<file path="config.mk">
export PLATFORM = sky130hd
export DESIGN_NAME = sliding_window_median_filter_top
export DESIGN_NICKNAME = d
export VERILOG_FILES = /design/src/rtl/swmf_pkg.sv /design/src/rtl/swmf_cell.sv /design/src/rtl/sliding_window_median_filter_top.sv
export SDC_FILE = /design/constraint.sdc
export NUM_CORES = 2
export LEC_CHECK = 0
export BUFFER_PORTS_ARGS = -buffer_cell sky130_fd_sc_hd__buf_2
export CORE_ASPECT_RATIO = 0.8
export CORE_MARGIN = 2
export CORE_UTILIZATION = 30
export CTS_CLUSTER_SIZE = 30
export DETAILED_ROUTE_END_ITERATION = 10
export HOLD_SLACK_MARGIN = 0.08
export SYNTH_ARGS = -nofsm -noshare
export SYNTH_HDL_FRONTEND = slang
export SYNTH_HIERARCHICAL = 1
export SYNTH_SLANG_ARGS = --single-unit
</file>
<file path="constraint.sdc">
create_clock -name i_clk -period 13.9 [get_ports i_clk]
set_input_delay 3.475 -clock i_clk [delete_from_list [all_inputs] [get_ports i_clk]]
set_output_delay 3.475 -clock i_clk [all_outputs]
set_load 0.01 [all_outputs]
</file>
<file path="src/rtl/swmf_pkg.sv">
// Shared constants and types for the running median filter.
`default_nettype none
package swmf_pkg;

    localparam int MAX_WINDOW   = 32;
    localparam int SAMPLE_WIDTH = 16;
    localparam int WLEN_W       = 6;
    localparam int WLEN_RESET   = 15;
    localparam int IDX_W        = $clog2(MAX_WINDOW);
    localparam int LEN_W        = IDX_W + 1;

    // What one sort cell hands to the next one.
    typedef struct packed {
        logic                           gt;   // empty, or holds a value above the key
        logic                           full;
        logic signed [SAMPLE_WIDTH-1:0] val;
    } t_link;

endpackage
`default_nettype wire

</file>
<file path="src/rtl/swmf_cell.sv">
// One cell of the insertion sort row: holds one sorted value.
`default_nettype none
module swmf_cell (
    input  wire logic                                    i_clk,
    input  wire logic                                    i_rst_n,
    input  wire logic                                    i_clear,
    input  wire logic                                    i_ins,
    input  wire logic signed [swmf_pkg::SAMPLE_WIDTH-1:0] i_key,
    input  wire swmf_pkg::t_link                         i_prev,
    output swmf_pkg::t_link                              o_link
);

    logic                                  r_full;
    logic                                  n_full;
    logic signed [swmf_pkg::SAMPLE_WIDTH-1:0] r_val;
    logic signed [swmf_pkg::SAMPLE_WIDTH-1:0] n_val;
    logic                                  w_gt;

    // An empty cell behaves as plus infinity.
    assign w_gt = !r_full || (r_val > i_key);

    always_comb begin
        n_full = r_full;
        n_val  = r_val;
        if (i_clear) begin
            n_full = 1'b0;
        end else if (i_ins && w_gt) begin
            if (i_prev.gt) begin
                // shift the neighbour's value up by one place
                n_val  = i_prev.val;
                n_full = i_prev.full;
            end else begin
                // the key lands here
                n_val  = i_key;
                n_full = 1'b1;
            end
        end
    end

    always_ff @(posedge i_clk) begin
        if (!i_rst_n) begin
            r_full <= 1'b0;
        end else begin
            r_full <= n_full;
        end
    end

    always_ff @(posedge i_clk) begin
        r_val <= n_val;
    end

    assign o_link.gt   = w_gt;
    assign o_link.full = r_full;
    assign o_link.val  = r_val;

endmodule
`default_nettype wire

</file>
<file path="src/rtl/sliding_window_median_filter_top.sv">
// Top level of the running median filter: sample history, sort cell row, control.
//
//  channel  | direction | handshake                           | payload
//  ---------+-----------+-------------------------------------+---------------------
//  sample   | in        | i_sample_valid / o_sample_ready     | i_sample (s16)
//  median   | out       | o_median_valid / i_median_ready     | o_median (s16)
//  config   | in        | i_window_length_we (no wait)        | i_window_length (u6)
//
// An item goes through an accept, a sort and a pick, L being the window length
// clamped to 1..32: the sort row takes one history entry per cycle until it
// holds L entries, then the pick copies the middle cell into the output register.
// Reset (synchronous, active low) clears the history to zeros and sets the
// window length to 15. A stalled result sits in the output register while
// the next beat is accepted; only the pick cycle waits for it to drain.
`default_nettype none
module sliding_window_median_filter_top (
    input  wire logic                                    i_clk,
    input  wire logic                                    i_rst_n,
    input  wire logic                                    i_window_length_we,
    input  wire logic [swmf_pkg::WLEN_W-1:0]             i_window_length,
    input  wire logic                                    i_sample_valid,
    output logic                                         o_sample_ready,
    input  wire logic signed [swmf_pkg::SAMPLE_WIDTH-1:0] i_sample,
    output logic                                         o_median_valid,
    input  wire logic                                    i_median_ready,
    output logic signed [swmf_pkg::SAMPLE_WIDTH-1:0]     o_median
);

    localparam logic [1:0] S_IDLE = 2'd0;
    localparam logic [1:0] S_SORT = 2'd1;
    localparam logic [1:0] S_PICK = 2'd2;

    logic [1:0]                       r_state;
    logic [1:0]                       n_state;
    logic [swmf_pkg::WLEN_W-1:0]      r_wlen;
    logic [swmf_pkg::IDX_W-1:0]       r_cnt;
    logic [swmf_pkg::IDX_W-1:0]       n_cnt;
    logic                             r_out_valid;
    logic                             n_out_valid;
    logic signed [swmf_pkg::SAMPLE_WIDTH-1:0] r_median;
    logic signed [swmf_pkg::SAMPLE_WIDTH-1:0] r_hist [swmf_pkg::MAX_WINDOW];

    logic [swmf_pkg::LEN_W-1:0]       w_len;
    logic [swmf_pkg::IDX_W-1:0]       w_last;
    logic [swmf_pkg::IDX_W-1:0]       w_mid;
    logic                             w_accept;
    logic                             w_pick;
    logic                             w_ins;
    logic signed [swmf_pkg::SAMPLE_WIDTH-1:0] w_key;
    swmf_pkg::t_link                  w_link [swmf_pkg::MAX_WINDOW];
    swmf_pkg::t_link                  w_prev [swmf_pkg::MAX_WINDOW];

    // Clamp the window length to 1..MAX_WINDOW.
    always_comb begin
        if (r_wlen == '0) begin
            w_len = swmf_pkg::LEN_W'(1);
        end else if (r_wlen > swmf_pkg::WLEN_W'(swmf_pkg::MAX_WINDOW)) begin
            w_len = swmf_pkg::LEN_W'(swmf_pkg::MAX_WINDOW);
        end else begin
            w_len = swmf_pkg::LEN_W'(r_wlen);
        end
    end

    assign w_last = swmf_pkg::IDX_W'(w_len - swmf_pkg::LEN_W'(1));
    assign w_mid  = w_len[swmf_pkg::LEN_W-1:1];

    assign o_sample_ready = (r_state == S_IDLE);
    assign w_accept       = i_sample_valid && o_sample_ready;
    assign w_ins          = (r_state == S_SORT);
    assign w_pick         = (r_state == S_PICK) && (!r_out_valid || i_median_ready);
    assign w_key          = r_hist[r_cnt];

    // Sequencer: accept, feed the window newest first, then pick.
    always_comb begin
        n_state = r_state;
        n_cnt   = r_cnt;
        unique case (r_state)
            S_IDLE: begin
                if (w_accept) begin
                    n_state = S_SORT;
                    n_cnt   = '0;
                end
            end
            S_SORT: begin
                if (r_cnt == w_last) begin
                    n_state = S_PICK;
                end else begin
                    n_cnt = r_cnt + swmf_pkg::IDX_W'(1);
                end
            end
            S_PICK: begin
                if (w_pick) begin
                    n_state = S_IDLE;
                end
            end
            default: begin
                n_state = S_IDLE;
            end
        endcase
    end

    // Drop the result once taken; load a fresh one at the pick.
    always_comb begin
        n_out_valid = r_out_valid;
        if (r_out_valid && i_median_ready) begin
            n_out_valid = 1'b0;
        end
        if (w_pick) begin
            n_out_valid = 1'b1;
        end
    end

    always_ff @(posedge i_clk) begin
        if (!i_rst_n) begin
            r_state     <= S_IDLE;
            r_cnt       <= '0;
            r_out_valid <= 1'b0;
            r_wlen      <= swmf_pkg::WLEN_W'(swmf_pkg::WLEN_RESET);
        end else begin
            r_state     <= n_state;
            r_cnt       <= n_cnt;
            r_out_valid <= n_out_valid;
            if (i_window_length_we) begin
                r_wlen <= i_window_length;
            end
        end
    end

    // Sample history, newest in entry zero; advance on every accepted beat.
    always_ff @(posedge i_clk) begin
        if (!i_rst_n) begin
            for (int k = 0; k < swmf_pkg::MAX_WINDOW; k++) begin
                r_hist[k] <= '0;
            end
        end else if (w_accept) begin
            r_hist[0] <= i_sample;
            for (int k = 1; k < swmf_pkg::MAX_WINDOW; k++) begin
                r_hist[k] <= r_hist[k-1];
            end
        end
    end

    // Hold the picked median until the consumer takes it.
    always_ff @(posedge i_clk) begin
        if (w_pick) begin
            r_median <= w_link[w_mid].val;
        end
    end

    // Sort cell row: cell zero holds the smallest value.
    assign w_prev[0] = '0;
    for (genvar g = 1; g < swmf_pkg::MAX_WINDOW; g++) begin : g_prev
        assign w_prev[g] = w_link[g-1];
    end

    for (genvar g = 0; g < swmf_pkg::MAX_WINDOW; g++) begin : g_cell
        swmf_cell u_cell (
            .i_clk   (i_clk),
            .i_rst_n (i_rst_n),
            .i_clear (w_accept),
            .i_ins   (w_ins),
            .i_key   (w_key),
            .i_prev  (w_prev[g]),
            .o_link  (w_link[g])
        );
    end

    assign o_median_valid = r_out_valid;
    assign o_median       = r_median;

endmodule
`default_nettype wire

</file>
; Word level (Yosys, flattened, before mapping)
; Memory sizes are Yosys's and may differ from the RTL's. A register that Yosys moved wholly into a read port is not among the register bits.
; Index checks and enable logic that the tools add are counted.
; W data, S select, Z words.
[word_totals]
ff_bits = 574
romBits = 0
input_bits = 27
latch_bits = 0
mem_bits_rw = 512
mem_count = 1
[op_classes]
n_mul = 0
shifts = 0
n_lt_le_gt_ge = 34
muxes = 114
div_mod_pow = 0
eq_ne = 7
n_addsub = 2
reduce_logical = 140
bitwise = 35
[mem_list]
columns = name, words, width, rd, rd_ports_with_merged_regs, write_ports, line
row1 = r_hist, 32, 16, 32, 1, 32, sliding_window_median_filter_top.sv:41  ; logic signed [swmf_pkg::SAMPLE_WIDTH-1:0] r_hist [swmf_pkg::MAX_WINDOW];
[op_table]
columns = operator, count
row1 = $mux W16, 65
row2 = $gt A16 B16 Y1, 32
row3 = $bmux W18 S5, 1
row4 = $reduce_and A2 Y1, 32
row5 = $mux W1, 37
row6 = $logic_and A1 B1 Y1, 35
row7 = $logic_not A1 Y1, 33
row8 = $logic_or A1 B1 Y1, 33
row9 = $or A1 B1 Y1, 32
row10 = $mux W5, 4
row11 = $mux W6, 2
row12 = $pmux W5 S2, 1
row13 = $ge A6 B6 Y1 const B, 1
row14 = $gt A6 B6 Y1 const B, 1
row15 = $logic_not A6 Y1, 1
row16 = $mux W2, 3
row17 = $ne A2 B2 Y1 const B, 3
row18 = $not A5 Y6, 1
row19 = $pmux W2 S3, 1
row20 = $reduce_and A3 Y1, 2
row21 = $add A5 B1 Y5 const B, 1
row22 = $eq A5 B5 Y1, 1
row23 = $sub A5 B1 Y5 const B, 1
row24 = $reduce_bool A2 Y1, 2
row25 = 6 further kinds, 7

; Longest topological paths before layout
[depth]
ltp_word = 9
mapped_depth = 17
ltp_nobuf = 14

; Modules after synthesis
; Netlist, hierarchy kept.
[by_module_without_submodules]
columns = module, cells_each, n_inst, seq_area_each_um2, area_per_inst_um2
row1 = sliding_window_median_filter_top, 1558, 1, 16235.6, 26359.0
row2 = swmf_cell (g_cell[0].u_cell ...), 126, 9, 500.5, 1217.4
row3 = swmf_cell (g_cell[2].u_cell ...), 116, 8, 500.5, 1148.6

; Worst setup path before layout
; Ideal clock, no wire load.
[synth_timing]
kind = input port to flip-flop
start = input i_sample_valid
end = memory r_hist[0][0] (netlist bit) (enable)
cell_stages = 3
path_slack_ns = -0.570
t_required_ns = 13.040
path_buffers = 0
arrival_time_ns = 13.611
cell_sequence = and2_1 nor2b_1 inv_1
[synth_rtl]
columns = item, line
row1 = from (decl), sliding_window_median_filter_top.sv:21  ; input wire logic i_sample_valid,
row2 = to (decl), sliding_window_median_filter_top.sv:41

==> metrics <==
status finished clean; family with the most delay on the worst path simple AND/OR/NAND/NOR gates; 1st-pass router iterations 6; Max Buffers Root-to-Sink 3; syn avg cell area 12.8 um2; hold path cells 1; Worst-path clk slew 70 ps; Max Cap Viol 0; Worst slew margin 8.94%; worst slew pin tran 1370 ps; R2R depth 16; Mapped Area 46500 um2; Filler cells 15100; Max stage delay on crit path 800 ps; final hold violation count 0; DRT iter0 DRCs 3936; cts hold-fix bufs 0; CP Launch Type flop; worst setup path class flop to flop; RSZ-0062 raised after global routing no; postcts setup bufs 0; placed cell area 48700 um2; Static Leak 20.2 nW; initial antenna violation count 4; reg-to-reg endpoint g_cell[3].u_cell/r_full; WL per Instance 20.7 um; Skew-Pair Late Insertion Delay 700 ps; CP cell instances buf_4 > buf_4 > mux4_2 > mux4_2 > mux2_2 > inv_1 > ha_1 > nand4_2 > nor4_2 > a21boi_2 > o41ai_2 > nand2_1 > nand2b_1 > a21oi_1 > nor3b_1 > o31a_1; final setup violating endpoints 0; clock period minus worst slack 6800 ps; vias per std cell 5.24; Slowest-stage cell, CP dfxtp_4; first-pass GRT wire length 180000 um; switching share of power 28.1%; Setup crit end kind flop; chip height 356 um; Tcrit/Tclk final 48.9%; boundary pin count 45; Ys Warns 6; fmax 147 MHz; clock power share 35.2%; vias in the first global route 28300; hold endpoint r_hist[26][8]; HP Class flop to flop; WP data required 14510 ps; Die Width 444 um; combinational power share 16.7%; Post-route DRC 0; Final nets 3871; Post-Route WL 117000 um; final instance area 51400 um2; most used routing layer in global routing met1; GR Overflow Total 0; Post-DP HPWL 78000 um; R2R Setup Slk 7100 ps; power density over cell area 129 nW/um2; clk sinks 836; VDD IR-drop max 104 uV; Gate Count Post-Synth 3617; GR Util All Layers 14.7%; Core ar. 154000 um2; CTS tree done; CTS root buffer clkbuf_16; M3 GR Usage 3.31%; H-tree levels 3; P_sw 1.85 mW; area growth from synthesis to layout 10.7%; layout cells sized above 1 16.6%; Initial Util 30.2%; DR vias 29700; TNS Setup 0 ps; Layout Skew 47.0 ps; met2 Use GR 19.1%; largest net degree at the start of global routing 290; buffers and inverters on the worst path 3; GR Util met1 24.0%; Cell Rows 129; buffers added on ports 44; die area 158000 um2; Hold Crit Start r_hist[25][8]; cts repair resizes 0; total CTS buffers 81; Seq pwr share 48.1%; Internal 4.76 mW; Final Max Tran Viols 0; ANT nets after route 0; CP Max Fanout 48; routability cong. 0.919; arrival time at the worst endpoint 7410 ps
==> area by class of cell <==
type | instances | area [um2] | area share (%)
tap | 2030 | 2540 | 4.94
clock buffer | 102 | 2180 | 4.23
timing repair buffer | 80 | 526 | 1.02
antenna | 1 | 2.50 | 0.00487
clock inverter | 45 | 543 | 1.06
sequential | 836 | 24800 | 48.1
inverter | 290 | 1090 | 2.12
multi-input combinational | 2281 | 19800 | 38.5
==> routing by layer <==
metal | wire length, um | up-vias
li1 | - | 13400
met1 | 57900 | 14900
met2 | 45300 | 1227
met3 | 11700 | 136
met4 | 2580 | 0
met5 | 0 | -
==> worst register-to-register path, cell delays in order, from the launching register on <==
cell      delay, ps
dfxtp_4         800
buf_4           650
buf_4           710
mux4_2          460
mux4_2          520
mux2_2          550
inv_1           210
ha_1            280
nand4_2         160
nor4_2           80
a21boi_2        170
o41ai_2         480
nand2_1         650
nand2b_1        370
a21oi_1         110
nor3b_1         330
o31a_1          190
==> placed cells by master (no fill, tap or decap), types with 17 or more instances in the layout <==
| cell | instances |
|---|---|
| a21o_1 | 25 |
| a21oi_1 | 97 |
| and2_1 | 233 |
| and3_1 | 289 |
| buf_2 | 43 |
| buf_4 | 34 |
| clkbuf_16 | 82 |
| conb_1 | 22 |
| dfxtp_1 | 31 |
| edfxtp_1 | 800 |
| ha_1 | 274 |
| inv_1 | 289 |
| mux2_2 | 49 |
| mux2_4 | 17 |
| mux2i_1 | 20 |
| mux4_2 | 240 |
| nand2_1 | 361 |
| nand4_1 | 36 |
| nor2_1 | 40 |
| nor2b_1 | 40 |
| nor4_1 | 19 |
| o211ai_1 | 17 |
| o21ai_0 | 283 |
| o21ai_1 | 18 |
==> power by group through the flow <==
stage / sequential, mW / clock (mW) / combinational, mW
after global routing: 3.20 / 2.48 / 1.22
after global placement: 3.22 / 0 / 1.07
after CTS: 3.17 / 2.39 / 1.10
after detailed placement: 3.22 / 0 / 1.09
final: 3.18 / 2.33 / 1.10
after floorplan: 3.15 / 0 / 0.823
==> sequential cells by signal, summed over array words and instances (netlist names), named ones only <==
name / cells
g_cell.u_cell/r_full: 17
g_cell.u_cell/r_val: 272
o_median: 16
o_median_valid: 1
r_cnt: 5
r_hist: 512
r_state: 2
r_wlen: 6
==> worst max-delay path by stage <==
stage                        start                      end  slack, ps  depth (start not counted)
floorplan           i_sample_valid             r_hist[0][0]       1630                          3
detailed placement  i_sample_valid            r_hist[12][8]       6980                          6
global placement    i_sample_valid            r_hist[12][8]       7030                          6
finish                        flop  g_cell[3].u_cell/r_full       7100                         16
global route                  flop  g_cell[8].u_cell/r_full       6640                         15
CTS                           flop  g_cell[8].u_cell/r_full       7100                         16
==> per-stage QoR <==
| stage | total power, mW | utilization (%) | instances | setup slack [ps] | hold slack (ps) |
|---|---|---|---|---|---|
| final | 6.61 | 33.4 | 5665 | 7100 | 517 |
| after CTS | 6.66 | 33.4 | 5664 | 7100 | 519 |
| after global routing | 6.90 | 33.4 | 5664 | 6640 | 552 |
| after floorplan | 3.98 | - | 3638 | 1630 | 480 |
| after global placement | 4.29 | 31.6 | 5517 | 7030 | 495 |
| after detailed placement | 4.32 | 31.6 | 5517 | 6980 | 506 |
(Power assumes the default switching activity.)
